==> config.mk <==
export PLATFORM = sky130hd
export DESIGN_NAME = uart_sync_word_frame_receiver
export DESIGN_NICKNAME = d
export VERILOG_FILES = /design/src/hdl/uswfr_pkg.sv /design/src/hdl/uart_sync_word_frame_receiver.sv
export VERILOG_INCLUDE_DIRS = /design/src /design/src/hdl
export SDC_FILE = /design/constraint.sdc
export NUM_CORES = 1
export LEC_CHECK = 0
export BUFFER_PORTS_ARGS = -buffer_cell sky130_fd_sc_hd__clkbuf_2
export CAP_MARGIN = 20
export CORE_ASPECT_RATIO = 1.5
export CORE_MARGIN = 8
export CORE_UTILIZATION = 59
export CTS_BUF_LIST = sky130_fd_sc_hd__clkbuf_4 sky130_fd_sc_hd__clkbuf_8 sky130_fd_sc_hd__clkbuf_16
export DETAILED_ROUTE_END_ITERATION = 10
export PLACE_DENSITY_LB_ADDON = 0.2
export REMOVE_ABC_BUFFERS = 1
export SETUP_SLACK_MARGIN = 0.02
export SLEW_MARGIN = 20
export SYNTH_ARGS = -nofsm -noshare
export SYNTH_HDL_FRONTEND = slang
export SYNTH_SLANG_ARGS = --single-unit
==> constraint.sdc <==
create_clock -name aclk -period 5.5 [get_ports aclk]
set_clock_uncertainty 0.05 [all_clocks]
set_input_delay 1.65 -clock aclk [delete_from_list [all_inputs] [get_ports aclk]]
set_output_delay 1.65 -clock aclk [all_outputs]
set_load 0.005 [all_outputs]
==> src/hdl/uart_sync_word_frame_receiver_defines.svh <==
// ---------------------------------------------------------------------------
// uart_sync_word_frame_receiver_defines.svh
// assertion macros for the sync word frame receiver
// ---------------------------------------------------------------------------
`ifndef UART_SYNC_WORD_FRAME_RECEIVER_DEFINES_SVH
`define UART_SYNC_WORD_FRAME_RECEIVER_DEFINES_SVH

`ifndef SYNTH

// same-cycle implication, checked out of reset
`define USWFR_ASSERT_IMP(lbl, clk, rstn, ante, cons) \
    lbl: assert property (@(posedge clk) disable iff (!(rstn)) (ante) |-> (cons)) \
        else $error("uswfr same-cycle check failed");

// next-cycle implication, checked out of reset
`define USWFR_ASSERT_NXT(lbl, clk, rstn, ante, cons) \
    lbl: assert property (@(posedge clk) disable iff (!(rstn)) (ante) |=> (cons)) \
        else $error("uswfr next-cycle check failed");

`else

`define USWFR_ASSERT_IMP(lbl, clk, rstn, ante, cons)
`define USWFR_ASSERT_NXT(lbl, clk, rstn, ante, cons)

`endif

`endif

==> src/hdl/uswfr_pkg.sv <==
`timescale 1ns / 1ps
// ---------------------------------------------------------------------------
// uswfr_pkg
// constants and field widths of the sync word frame receiver
// ---------------------------------------------------------------------------
package uswfr_pkg;

    localparam int BYTE_W  = 8;
    localparam int INDEX_W = 6;
    localparam int SYNC_W  = 16;
    localparam int THR_W   = 16;
    localparam int CHAN_W  = 8;

    // result stream widths
    localparam int M_DATA_W = 40;
    localparam int M_USER_W = 2;

    // sync words
    localparam logic [SYNC_W-1:0] SYNC_DATA      = 16'hAAAA;
    localparam logic [SYNC_W-1:0] SYNC_HANDSHAKE = 16'hCCCC;
    localparam logic [SYNC_W-1:0] SYNC_AFTER     = 16'h0101;

    // reset values of the radio parameters
    localparam logic [THR_W-1:0]  THR_RESET  = 16'h0001;
    localparam logic [CHAN_W-1:0] CHAN_RESET = 8'h01;

    // payload positions with a fixed meaning in a handshake frame
    localparam logic [INDEX_W-1:0] POS_THR_HI = 6'd0;
    localparam logic [INDEX_W-1:0] POS_THR_LO = 6'd1;
    localparam logic [INDEX_W-1:0] POS_CHAN   = 6'd2;

    // frame kind codes
    typedef enum logic {
        KIND_DATA      = 1'b0,
        KIND_HANDSHAKE = 1'b1
    } frame_kind_t;

endpackage

==> src/hdl/uart_sync_word_frame_receiver.sv <==
`timescale 1ns / 1ps
// ---------------------------------------------------------------------------
// uart_sync_word_frame_receiver
// hunts for a 16-bit sync word in a byte stream and indexes the frame payload
// ---------------------------------------------------------------------------
// channel | dir | ports                      | content
// s_      | in  | tvalid tready tdata[7:0]   | one received byte
// m_      | out | tvalid tready tdata tlast  | one result per byte, tlast on the
//         |     | tuser[1:0]                 | last byte of a data frame
//
// a single update lies between the byte and the
// result register, so one byte is accepted per cycle when m_tready is high.
// the result register holds a result until it is taken; s_tready is high
// whenever it is empty or being emptied in the same cycle.
// aresetn clears sync search, byte count, parameters (threshold and channel
// to one) and mode; no clearing pass is needed.
// ---------------------------------------------------------------------------
`include "uart_sync_word_frame_receiver_defines.svh"

module uart_sync_word_frame_receiver #(
    parameter int PAYLOAD_BYTES = 8
) (
    input  logic                          aclk,
    input  logic                          aresetn,
    // s_tdata: rx_byte[7:0]
    input  logic                          s_tvalid,
    output logic                          s_tready,
    input  logic [uswfr_pkg::BYTE_W-1:0]  s_tdata,
    // m_tdata: payload_index[5:0], payload_byte[13:6], standby_threshold[29:14],
    //          channel_number[37:30], handshake_mode[38], zero[39]
    output logic                          m_tvalid,
    input  logic                          m_tready,
    output logic [uswfr_pkg::M_DATA_W-1:0] m_tdata,
    output logic                          m_tlast,
    // m_tuser: payload_valid[0], frame_kind[1]
    output logic [uswfr_pkg::M_USER_W-1:0] m_tuser
);
    import uswfr_pkg::*;

    localparam logic [INDEX_W-1:0] LAST_POS = INDEX_W'(PAYLOAD_BYTES - 1);

    // control state
    logic [SYNC_W-1:0]  sync_reg,  sync_next;
    logic [INDEX_W-1:0] count_reg, count_next;
    logic [THR_W-1:0]   thr_reg,   thr_next;
    logic [CHAN_W-1:0]  chan_reg,  chan_next;
    logic               mode_reg,  mode_next;
    logic               out_valid_reg, out_valid_next;

    // header bytes of a handshake frame, no reset
    logic [BYTE_W-1:0]  hdr_hi_reg, hdr_hi_next;
    logic [BYTE_W-1:0]  hdr_lo_reg, hdr_lo_next;
    logic [CHAN_W-1:0]  chan_hold_reg, chan_hold_next;

    // result payload, no reset
    logic               pvalid_reg, pvalid_next;
    logic [INDEX_W-1:0] pindex_reg, pindex_next;
    logic [BYTE_W-1:0]  pbyte_reg,  pbyte_next;
    logic               done_reg,   done_next;
    frame_kind_t        kind_reg,   kind_next;

    logic s_accept;
    logic in_frame;
    logic is_handshake;
    logic last_byte;

    assign s_tready = !out_valid_reg || m_tready;
    assign s_accept = s_tvalid && s_tready;

    assign in_frame     = (sync_reg == SYNC_DATA) || (sync_reg == SYNC_HANDSHAKE);
    assign is_handshake = (sync_reg == SYNC_HANDSHAKE);
    assign last_byte    = (count_reg == LAST_POS);

    // per-byte update of search state, parameters and result
    always_comb begin
        sync_next      = sync_reg;
        count_next     = count_reg;
        thr_next       = thr_reg;
        chan_next      = chan_reg;
        mode_next      = mode_reg;
        hdr_hi_next    = hdr_hi_reg;
        hdr_lo_next    = hdr_lo_reg;
        chan_hold_next = chan_hold_reg;
        pvalid_next    = pvalid_reg;
        pindex_next    = pindex_reg;
        pbyte_next     = pbyte_reg;
        done_next      = done_reg;
        kind_next      = kind_reg;
        out_valid_next = out_valid_reg;

        if (m_tready) begin
            out_valid_next = 1'b0;
        end

        if (s_accept) begin
            out_valid_next = 1'b1;
            if (in_frame) begin
                pvalid_next = 1'b1;
                pindex_next = count_reg;
                pbyte_next  = s_tdata;
                kind_next   = is_handshake ? KIND_HANDSHAKE : KIND_DATA;
                done_next   = last_byte && !is_handshake;

                // capture handshake header bytes
                if (count_reg == POS_THR_HI) begin
                    hdr_hi_next = s_tdata;
                end
                if (count_reg == POS_THR_LO) begin
                    hdr_lo_next = s_tdata;
                end
                if (count_reg == POS_CHAN) begin
                    chan_hold_next = s_tdata;
                end

                // end of frame: set mode, apply parameters of a handshake frame, restart search
                if (last_byte) begin
                    count_next = '0;
                    sync_next  = SYNC_AFTER;
                    if (is_handshake) begin
                        thr_next  = {hdr_hi_reg, hdr_lo_reg};
                        chan_next = (count_reg == POS_CHAN) ? s_tdata : chan_hold_reg;
                        mode_next = 1'b1;
                    end else begin
                        mode_next = 1'b0;
                    end
                end else begin
                    count_next = count_reg + INDEX_W'(1);
                end
            end else begin
                // hunting: shift byte into sync register
                pvalid_next = 1'b0;
                pindex_next = '0;
                pbyte_next  = '0;
                done_next   = 1'b0;
                kind_next   = KIND_DATA;
                sync_next   = {sync_reg[SYNC_W-BYTE_W-1:0], s_tdata};
                count_next  = '0;
            end
        end
    end

    // control registers
    always_ff @(posedge aclk) begin
        if (!aresetn) begin
            sync_reg      <= '0;
            count_reg     <= '0;
            thr_reg       <= THR_RESET;
            chan_reg      <= CHAN_RESET;
            mode_reg      <= 1'b0;
            out_valid_reg <= 1'b0;
        end else begin
            sync_reg      <= sync_next;
            count_reg     <= count_next;
            thr_reg       <= thr_next;
            chan_reg      <= chan_next;
            mode_reg      <= mode_next;
            out_valid_reg <= out_valid_next;
        end
    end

    // payload registers
    always_ff @(posedge aclk) begin
        hdr_hi_reg    <= hdr_hi_next;
        hdr_lo_reg    <= hdr_lo_next;
        chan_hold_reg <= chan_hold_next;
        pvalid_reg    <= pvalid_next;
        pindex_reg    <= pindex_next;
        pbyte_reg     <= pbyte_next;
        done_reg      <= done_next;
        kind_reg      <= kind_next;
    end

    // result stream; parameters only change when a new result is loaded
    assign m_tvalid = out_valid_reg;
    assign m_tlast  = done_reg;
    assign m_tuser  = {kind_reg, pvalid_reg};
    assign m_tdata  = {1'b0, mode_reg, chan_reg, thr_reg, pbyte_reg, pindex_reg};

    // checks
    `USWFR_ASSERT_IMP(a_done_on_data, aclk, aresetn, m_tvalid && m_tlast, m_tuser[0] && !m_tuser[1])
    `USWFR_ASSERT_IMP(a_ready_when_empty, aclk, aresetn, !out_valid_reg, s_tready)
    `USWFR_ASSERT_IMP(a_count_in_frame, aclk, aresetn, count_reg != '0, in_frame)
    `USWFR_ASSERT_NXT(a_handshake_end, aclk, aresetn, s_accept && is_handshake && last_byte, mode_reg && (sync_reg == SYNC_AFTER))

endmodule
# Word level (Yosys, flattened, before mapping)
# Index checks and enable logic that the tools add are counted.
[totals] regBits=89 output_inout_bits=45 in_bits=12 elab_cells=44
[classes] addsub=1 n_eq_ne=6 n_reduce_logical=14 n_mux=9
[ops] op="$eq A16 B16 Y1 const B" n=2
[ops] op="$mux W16" n=2
[ops] op="$mux W6" n=2
[ops] op="$reduce_and A3 Y1" n=3
[ops] op="$mux W8" n=1
[ops] op="$add A6 B1 Y6 const B" n=1
[ops] op="$eq A6 B1 Y1 const B" n=1
[ops] op="$eq A6 B2 Y1 const B" n=1
[ops] op="$eq A6 B3 Y1 const B" n=1
[ops] op="$logic_not A6 Y1" n=1
[ops] op="$mux W1" n=4
[ops] op="$reduce_and A2 Y1" n=2
[ops] op="$reduce_and A4 Y1" n=1
[ops] op="$logic_and A1 B1 Y1" n=2
[ops] op="$logic_not A1 Y1" n=2
[ops] op="$logic_or A1 B1 Y1" n=2
[ops] op="$ne A2 B1 Y1 const B" n=1
[ops] op="$reduce_bool A2 Y1" n=1

# Depth between registers and ports, before layout
# Gate-level depths: netlist (run 1).
[depth] word_depth=4 depth_mapped=9 mapped_depth_nobuf=6

# Least setup slack after synthesis (run 1)
# OpenSTA, ideal clock, no wires.
[synth_path] path_kind="input to output" start="input port m_tready" end="output port s_tready" arrival_ps=1807 stages=1 path_buffers=0 slack_ps=1993 cell_sequence="nand2b_1"
[synth_between] elab_chain_cells=1
[synth_rtl] item="start, declared" line="uart_sync_word_frame_receiver.sv:32" text="input logic m_tready,"
[synth_rtl] item="$logic_or A1 B1 Y1" line="uart_sync_word_frame_receiver.sv:67" text="assign s_tready = !out_valid_reg || m_tready;"
[synth_rtl] item="end, declared" line="uart_sync_word_frame_receiver.sv:27" text="output logic s_tready,"
# Every way passes these cells.

# Worst setup path after layout (run 1)
# Same ends and word-level chain as after synthesis.

==> out/qor.yml, run 1 <==
worstPathArrival_ns: 2.00
grt_usage: 0.169
cp_data_required_time_ns: 3.80
num-nets-final: 373
synth_flop_cell: "dfxtp_1"
start_kind: "input port"
met2_usage: 0.287
drtPass1Iterations: 4
setup-violations-final: 0
nFillCells: 443
die_x_um: 78.1
worstSetupPathType: "input port to output port"
cts_tree: "yes"
min_period_ns: 3.70
met3_usage: 0.0421
max-slew-margin-rel: 0.367
synth_area_um2: 3410
synth_seq_cells: 89
critical_path_buf_inv_count: 2
ys_async_sr_fraction: 0
hold_depth: 2
postCtsSetupBuffers: 0
final_area_um2: 3870
cts_buffers: 9
ff2ff_path_depth: 6
vias: 2326
power_density_nw_per_um2: 306
drive_above_1_share: 0.243
synth_top_area_share: 0.361
fp.dieH_um: 109
dpl-instance-area_um2: 3670
wirelength_um: 6920
vdd_drop_max_mv: 0.182
cts_max_level: 3
worstHoldPathType: "register to register"
drcViolationCount: 0
cts_root_buf: "clkbuf_8"
p_int_mw: 0.917
tns_ns: 0
worstMarginPinSlew_ns: 0.948
ys_types: 33
p_leak_nw: 1.45
use_met1: 0.194
gp_congestion: 0.802
final.setup.worst_slack_ns: 1.80
p_clk_frac: 0.363
rsz0062_at_grt: "no"
finalMaxSlewViolations: 0
core_um2: 5700
grt_start_max_net_pins: 30
place_worst_setup_slack_ns: 1.68
path_depth: 3
numPlacedInstances: 418
die_area_um2: 8530
crit_fanout: 3
postRouteAntennaNets: 0
fin_crit_sh: 0.673
antenna_found_initial: 0
ctsHoldBuffers: 0
synth_area_leaders: "edfxtp_1 (36%), dfxtp_1 (28%), nand2_1 (8.9%), a21oi_1 (4.5%), and2_1 (2.9%)"
area_delta_synth_final_pct: 13.4
clk_latency_ns: 0.35
io_buffers: 55
crit_chain: "clkbuf_2, nand2b_1, clkbuf_2"
yosysWarnings: 0
power_frac_seq: 0.598
io_pins: 57
finalNonFillerCells: 434
dp_hpwl_um: 4690
row_count: 34
maxCapViolations: 0
initial_core_util: 0.599
status: "finished clean"
share_comb_of_total_power: 0.038
clk_path_buf_depth: 2
grt_pass1_wl_um: 11300
grt-busiest-layer: "met2"
cts_resized: 0
yosys.area.top_type: "edfxtp_1"
viasPerCell: 5.36
syn_avg_cell_area_um2: 11.0
cp_slowest_cell: "nand2b_1"
wl_per_cell_um: 15.9
finalHoldViolations: 0
cts.clk_slew.worst_paths_ns: 0.09
crit_path_end_kind: "output port"
synth-seq-area-share: 0.642
num_antenna_cells: 0
cp_top_family: "buffers and inverters"
switching_share: 0.226
fmax_ghz: 0.270
gr-total-overflow: 0
cpPeakStageDelay_ns: 0.16
cp_common_cell: "clkbuf_2"
whs_ns: 0.402
first_iter_violations: 189
synth_edf_count: 41
grt_pass1_vias: 2371
power.switching_mw: 0.268
clock_sinks: 89
syn_inst: 310
## worst register-to-register path: stages (launching register included)
cell and delay (ns):
dfxtp_1 0.37, nor4bb_1 0.28, nand2_1 0.24, a21oi_1 0.18, buf_4 0.28, and2_1 0.41, and3_1 0.49
## final timing paths
path,start,endpoint,slack [ns]
min,thr_reg[13],thr_reg[13],0.40
max reg2reg,sync_reg[10],hdr_lo_reg[6],2.85
min reg2reg,thr_reg[13],thr_reg[13],0.40
max,m_tready,s_tready,1.80
## logic make-up after synthesis
family | share of synthesized area
compound gates | 0.0894
mux | 0.0264
simple gates | 0.183
flops | 0.642
buf+inv | 0.0429
other cells | 0.00110
fa+ha+maj | 0.0147
## stage by stage
step                power (mW)   util
finish                    1.18  0.679
floorplan                0.743      -
global route              1.22  0.679
detailed placement       0.770  0.644
global placement         0.768  0.644
CTS                       1.19  0.678
## power by group through the flow
stage / Clock [mW] / Combinational, mW / Sequential, mW
final: 0.430 / 0.0455 / 0.709
after floorplan: 0 / 0.0203 / 0.723
after global placement: 0 / 0.0448 / 0.723
after global routing: 0.462 / 0.0511 / 0.710
after CTS: 0.436 / 0.0459 / 0.709
after detailed placement: 0 / 0.0459 / 0.724
## layout make-up
cell class | instances | area [um2] | area share
clock inverters | 5 | 36.3 | 0.00938
repair buffers | 58 | 298 | 0.0769
well taps | 72 | 90.1 | 0.0233
inverters | 5 | 18.8 | 0.00485
multi-input cells | 194 | 1080 | 0.279
flip-flops and latches | 89 | 2190 | 0.566
clock buffers | 11 | 156 | 0.0404
## cell usage after synthesis (all sizes together), types with 2 or more instances
cell type / number
nand2: 81
dfxtp: 48
edfxtp: 41
a21oi: 31
and2: 16
o22ai: 14
buf: 13
clkbuf: 9
mux2: 8
nor4bb: 6
nand3: 5
ha: 4
inv: 4
nor3: 4
a31oi: 3
and3: 3
nor2: 3
nand2b: 2
nand4: 2
nor4: 2
o221a: 2
or4: 2
## cells in the final DEF (no fill, tap or decap), types with 2 or more instances in the layout
cell,Yosys,layout
a21oi_1,31,30
a31oi_1,3,3
and2_1,16,16
and3_1,3,3
buf_4,4,3
clkbuf_2,0,55
clkbuf_8,0,9
clkinv_4,0,2
dfxtp_1,48,48
edfxtp_1,41,41
ha_1,4,4
inv_1,4,4
inv_4,0,3
mux2_2,8,8
nand2_1,81,81
nand2b_1,2,2
nand3_1,5,5
nand4_1,2,2
nor2_1,3,3
nor3_1,4,4
nor4bb_1,6,6
o221a_2,2,2
o22ai_1,14,14
## layer usage
metal | vias up | wire, um
li1 | 1179 | -
met1 | 1073 | 2900
met2 | 63 | 3500
met3 | 11 | 395
met4 | 0 | 130
met5 | - | 0
Power figures use the tool's default switching activity.
==> inputs of run 2 (changes only) <==
--- a/config.mk
+++ b/config.mk
@@ -6,11 +6,12 @@
 export SDC_FILE = /design/constraint.sdc
 export NUM_CORES = 1
 export LEC_CHECK = 0
+export ABC_AREA = 1
 export BUFFER_PORTS_ARGS = -buffer_cell sky130_fd_sc_hd__clkbuf_2
 export CAP_MARGIN = 20
 export CORE_ASPECT_RATIO = 1.5
 export CORE_MARGIN = 8
-export CORE_UTILIZATION = 59
+export CORE_UTILIZATION = 51
 export CTS_BUF_LIST = sky130_fd_sc_hd__clkbuf_4 sky130_fd_sc_hd__clkbuf_8 sky130_fd_sc_hd__clkbuf_16
 export DETAILED_ROUTE_END_ITERATION = 10
 export PLACE_DENSITY_LB_ADDON = 0.2
==> constraint.sdc (replaced) <==
create_clock -name aclk -period 3.1 [get_ports aclk]
set_clock_uncertainty 0.05 [all_clocks]
set_input_delay 0.93 -clock aclk [delete_from_list [all_inputs] [get_ports aclk]]
set_output_delay 0.93 -clock aclk [all_outputs]
set_load 0.005 [all_outputs]
==> out/qor.yml, run 2 <==
status: "finished clean"
synth_area_leaders: "edfxtp_1 (33%), dfxtp_1 (26%), nor2_1 (9.6%), nand2_1 (4.7%), inv_1 (3.5%)"
core_um2: 7130  # +25%
cts.clk_slew.worst_paths_ns: 0.09  # about the same
cts_root_buf: "clkbuf_8"
tns_ns: 0  # unchanged
finalNonFillerCells: 546  # +26%
finalHoldViolations: 0  # unchanged
worstHoldPathType: "register to register"
cts_tree: "yes"
die_area_um2: 10300  # +21%
start_kind: "input port"
num_antenna_cells: 0  # unchanged
clk_path_buf_depth: 2  # unchanged
wirelength_um: 8190  # +18%
drcViolationCount: 0  # unchanged
setup-violations-final: 0  # unchanged
synth_seq_cells: 89  # unchanged
die_x_um: 85.6  # +9.6%
yosysWarnings: 0  # unchanged
synth-seq-area-share: 0.591  # -0.0513
grt_pass1_vias: 2712  # +14%
io_pins: 57  # unchanged
ys_async_sr_fraction: 0  # unchanged
synth_edf_count: 41  # unchanged
p_leak_nw: 1.79  # +23%
viasPerCell: 5.12  # -4.4%
gp_congestion: 0.863  # +7.5%
min_period_ns: 2.24
max-slew-margin-rel: 0.619  # +0.252
postCtsSetupBuffers: 0  # unchanged
postRouteAntennaNets: 0  # unchanged
rsz0062_at_grt: "no"
vdd_drop_max_mv: 0.264  # +45%
cts_buffers: 9  # unchanged
worstMarginPinSlew_ns: 0.569  # -0.379 ns
cts_max_level: 3  # unchanged
worstPathArrival_ns: 1.26  # -0.74 ns
synthMuxAreaShare: 0  # -0.0264
row_count: 38  # +12%
area_delta_synth_final_pct: 15.2
vias: 2798  # +20%
fp.dieH_um: 120  # +10%
synth_most_common_cell: "nor2_1"
worstSetupPathType: "input port to output port"
maxCapViolations: 0  # unchanged
dp_hpwl_um: 5830  # +24%
antenna_found_initial: 0  # unchanged
first_iter_violations: 149  # -21%
synth_flop_cell: "dfxtp_1"
io_buffers: 55  # unchanged
wl_per_cell_um: 15.0  # -5.9%
syn_inst: 407  # +31%
grt_start_max_net_pins: 30  # unchanged
layout_commonest_cell: "nor2_1"
initial_core_util: 0.520  # -0.0786
cp_data_required_time_ns: 2.12  # -1.68 ns
ctsHoldBuffers: 0  # unchanged
power_density_nw_per_um2: 559  # +83%
synth_area_um2: 3710  # +8.7%
syn_avg_cell_area_um2: 9.12  # -17%
fmax_ghz: 0.447
finalMaxSlewViolations: 0  # unchanged
grt_pass1_wl_um: 13400  # +18%
clock_sinks: 89  # unchanged
synth-simple-area-share: 0.246  # +0.0626
synth_compound_area_frac: 0.0685  # -0.0210
crit_fanout: 3  # unchanged
most-common-layout-cells: "nor2_1 (95), clkbuf_2 (55), dfxtp_1 (48), nand2_1 (46), edfxtp_1 (41)"
synth_top_area_share: 0.332  # -0.0288
synth_xor_area_frac: 0.00472  # +0.00472
drtPass1Iterations: 4  # unchanged
clk_latency_ns: 0.36  # about the same
cts_resized: 0  # unchanged
ys_types: 30  # -9.1%
grt_usage: 0.166  # -0.00283
yosys.area.top_type: "edfxtp_1"
drive_above_1_share: 0.210  # -0.0328
synthAdderAreaFrac: 0.0135  # -0.00117
numPlacedInstances: 530  # +27%
synth_top_family_by_area: "simple AND/OR/NAND/NOR gates"
crit_path_end_kind: "output port"
fin_crit_sh: 0.721
synth_commonest_cells: "nor2_1 (95), dfxtp_1 (48), nand2_1 (46)"
num-nets-final: 477  # +28%
gr-total-overflow: 0  # unchanged
-- run 2: cell count changes after synthesis, sizes merged, moves of 4 or more --
cell and delta:
nand3b +4, nand2 -33, nor2 +101, nand3 +24
mux2 -8, inv +36, o21ai +33, nor4bb -6
clkbuf -5, a21oi -15, o22ai -14, nand4 +11
and2 -16
-- run 2: path summary, 6_finish.rpt --
| kind | cells after the start | slack, ns | end | startpoint |
|---|---|---|---|---|
| worst max register to register | 10 | 1.04 | hdr_lo_reg[4] | sync_reg[1] |
| worst min-delay path | 2 | 0.41 | thr_reg[0] | hdr_lo_reg[0] |
| worst max-delay path | 4 | 0.86 | s_tready | m_tready |
| worst min register to register | 2 | 0.41 | thr_reg[0] | hdr_lo_reg[0] |
-- run 2: final cells by class --
cell class | count | area, um2
inverter | 41 | 156
timing repair buffer | 62 | 328
clock inverter | 6 | 130
sequential | 89 | 2190
fill | 655 | 2860
tap | 80 | 100
clock buffer | 10 | 131
multi-input combinational | 258 | 1240
-- run 2: power breakdown --
group / switching, mW / total (mW) / internal [mW]
sequential: 0.0172 / 1.26 / 1.24
clock: 0.401 / 1.02 / 0.623
combinational: 0.0698 / 0.106 / 0.0364
-- run 2: cells by family (layout without fill, tap and decap cells) --
kind of cell	Yosys count	count (layout)
AND/OR/NAND/NOR	201	201
adder cells (fa/ha/maj)	4	4
AO/OA/AOI/OAI	50	50
XOR/XNOR	2	2
buffers and inverters	60	119
other	1	1
flip-flops	89	89
-- run 2: metrics by stage --
stage / cell area, um2 / hold slack (ns) / total power, mW / utilization / worst slack, ns
floorplan: 3590 / 0.385 / 1.34 / - / 0.564
global placement: 4010 / 0.390 / 1.39 / 0.563 / 0.777
detailed placement: 4010 / 0.393 / 1.40 / 0.563 / 0.748
CTS: 4280 / 0.411 / 2.41 / 0.599 / 0.855
global route: 4280 / 0.443 / 2.48 / 0.599 / 0.827
finish: 4280 / 0.406 / 2.39 / 0.599 / 0.864
-- run 2: layer usage --
metal | wire length (um) | global-route usage | vias to the layer above | share of wire
li1 | - | - | 1430 | -
met1 | 3250 | 0.178 | 1267 | 0.40
met3 | 531 | 0.0448 | 15 | 0.065
met4 | 211 | 0.0991 | 0 | 0.026
met2 | 4190 | 0.284 | 86 | 0.51
met5 | 0 | 0 | - | 0
-- run 2: critical path, cell delays in order --
cell and delay [ns]:
clkbuf_2 0.07, inv_1 0.03, nand2_1 0.09, clkbuf_2 0.13
==> inputs of run 3 (changes only) <==
--- a/config.mk
+++ b/config.mk
@@ -11,7 +11,7 @@
 export CAP_MARGIN = 20
 export CORE_ASPECT_RATIO = 1.5
 export CORE_MARGIN = 8
-export CORE_UTILIZATION = 51
+export CORE_UTILIZATION = 56
 export CTS_BUF_LIST = sky130_fd_sc_hd__clkbuf_4 sky130_fd_sc_hd__clkbuf_8 sky130_fd_sc_hd__clkbuf_16
 export DETAILED_ROUTE_END_ITERATION = 10
 export PLACE_DENSITY_LB_ADDON = 0.2
==> constraint.sdc (replaced) <==
create_clock -name aclk -period 2.1 [get_ports aclk]
set_clock_uncertainty 0.05 [all_clocks]
set_input_delay 0.63 -clock aclk [delete_from_list [all_inputs] [get_ports aclk]]
set_output_delay 0.63 -clock aclk [all_outputs]
set_load 0.005 [all_outputs]
==> out/qor.yml, run 3 (synthesis results as in run 2) <==
maxCapViolations: 0  # unchanged
finalNonFillerCells: 547  # +0.18%
gr-total-overflow: 0  # unchanged
gp_congestion: 0.887  # +2.8%
finalHoldViolations: 0  # unchanged
drtPass1Iterations: 4  # unchanged
io_pins: 57  # unchanged
die_area_um2: 9540  # -7.5%
grt_start_max_net_pins: 26  # -13%
wirelength_um: 7960  # -2.8%
crit_fanout: 8  # +5
dp_hpwl_um: 5820  # -0.18%
area_delta_synth_final_pct: 14.7
first_iter_violations: 175  # +17%
antenna_found_initial: 0  # unchanged
most-common-layout-cells: "nor2_1 (94), clkbuf_2 (55), dfxtp_1 (47), nand2_1 (46), edfxtp_1 (41)"
worstHoldPathType: "register to register"
num-nets-final: 482  # +1.0%
cp_slowest_cell: "dfxtp_1"
numPlacedInstances: 531  # +0.19%
crit_path_end_kind: "register"
initial_core_util: 0.576  # +0.0558
vias: 2830  # +1.1%
finalMaxSlewViolations: 0  # unchanged
critical_path_buf_inv_count: 3  # unchanged
ctsHoldBuffers: 0  # unchanged
cts_root_buf: "clkbuf_8"
worstPathArrival_ns: 1.93  # +0.67 ns
die_x_um: 82.5  # -3.7%
worstMarginPinSlew_ns: 0.560  # -0.00969 ns
cp_common_cell: "nor2_2"
cp_data_required_time_ns: 2.12  # about the same
wl_per_cell_um: 14.5  # -3.0%
fin_crit_sh: 0.907
cts_tree: "yes"
row_count: 36  # -5.3%
clk_path_buf_depth: 2  # unchanged
core_um2: 6440  # -9.7%
clock_sinks: 89  # unchanged
power_density_nw_per_um2: 758  # +35%
clk_latency_ns: 0.36  # about the same
vdd_drop_max_mv: 0.429  # +62%
grt_pass1_wl_um: 13200  # -1.6%
cp_top_family: "simple AND/OR/NAND/NOR gates"
fmax_ghz: 0.525
cts.clk_slew.worst_paths_ns: 0.08  # about the same
p_leak_nw: 1.79  # -0.21%
postRouteAntennaNets: 0  # unchanged
viasPerCell: 5.17  # +0.96%
postCtsSetupBuffers: 0  # unchanged
start_kind: "register"
cts_buffers: 9  # unchanged
fp.dieH_um: 116  # -4.0%
setup-violations-final: 0  # unchanged
cts_max_level: 3  # unchanged
worstSetupPathType: "register to register"
cpPeakStageDelay_ns: 0.36  # +0.23 ns
min_period_ns: 1.90
layout_commonest_cell: "nor2_1"
cts_resized: 0  # unchanged
status: "finished clean"
tns_ns: 0  # unchanged
grt_pass1_vias: 2807  # +3.5%
num_antenna_cells: 0  # unchanged
io_buffers: 55  # unchanged
drive_above_1_share: 0.223  # +0.0126
max-slew-margin-rel: 0.626  # +0.00648
rsz0062_at_grt: "no"
drcViolationCount: 0  # unchanged
crit_chain: "inv_1, nor2_2, nand4_1, nor2_2, nor2_2, nor2_1, inv_1, nor2_1, buf_4"
grt_usage: 0.180  # +0.0142
[run 3: cell types whose count changed in the layout (fill, tap and decap cells not counted), sizes merged]
cell	change
buf	+5
bufinv	-3
clkbuf	+2
clkinv	+1
[run 3: path summary, 6_finish.rpt]
path	from	to	slack, ns	depth (start not counted)
worst max register to register	sync_reg[15]	hdr_hi_reg[4]	0.20	9
worst min-delay path	thr_reg[0]	thr_reg[0]	0.42	2
worst min register to register	thr_reg[0]	thr_reg[0]	0.42	2
worst max-delay path	sync_reg[15]	hdr_hi_reg[4]	0.20	9
[run 3: routing by layer]
layer / share of wire / wire, um / GRT usage
met1: 0.39 / 3100 / 0.194
met2: 0.53 / 4230 / 0.313
met3: 0.059 / 472 / 0.0497
met4: 0.020 / 156 / 0.0824
met5: 0 / 0 / 0
[run 3: worst min-delay path, delay by kind of cell (launching register included)]
kind,cells,cell delay (ns)
and+or+nand+nor,2,0.10
DFF,1,0.34
[run 3: power breakdown]
group | internal (mW) | switching [mW] | total (mW) | leakage [nW]
combinational | 0.0585 | 0.104 | 0.162 | 0.900
clock | 0.612 | 0.588 | 1.20 | 0.107
sequential | 1.84 | 0.0262 | 1.86 | 0.778
[run 3: cell type report]
cell class,instances,area [um2]
Clock buffer,12,153
Sequential cell,89,2190
Multi-Input combinational cell,258,1240
Timing Repair Buffer,67,365
Clock inverter,4,52.6
Fill cell,561,2190
Tap cell,76,95.1
Inverter,41,156
[run 3: per-stage QoR]
stage | util | area (um2) | hold WS (ns) | power [mW] | worst slack [ns]
6_report | 0.661 | 4260 | 0.415 | 3.22 | 0.196
5_1_grt | 0.661 | 4260 | 0.418 | 3.34 | 0.0297
4_1_cts | 0.660 | 4250 | 0.416 | 3.25 | 0.126
3_5_place_dp | 0.628 | 4050 | 0.394 | 2.07 | 0.115
3_3_place_gp | 0.628 | 4050 | 0.388 | 2.06 | 0.169
2_1_floorplan | - | 3590 | 0.385 | 1.98 | -0.183
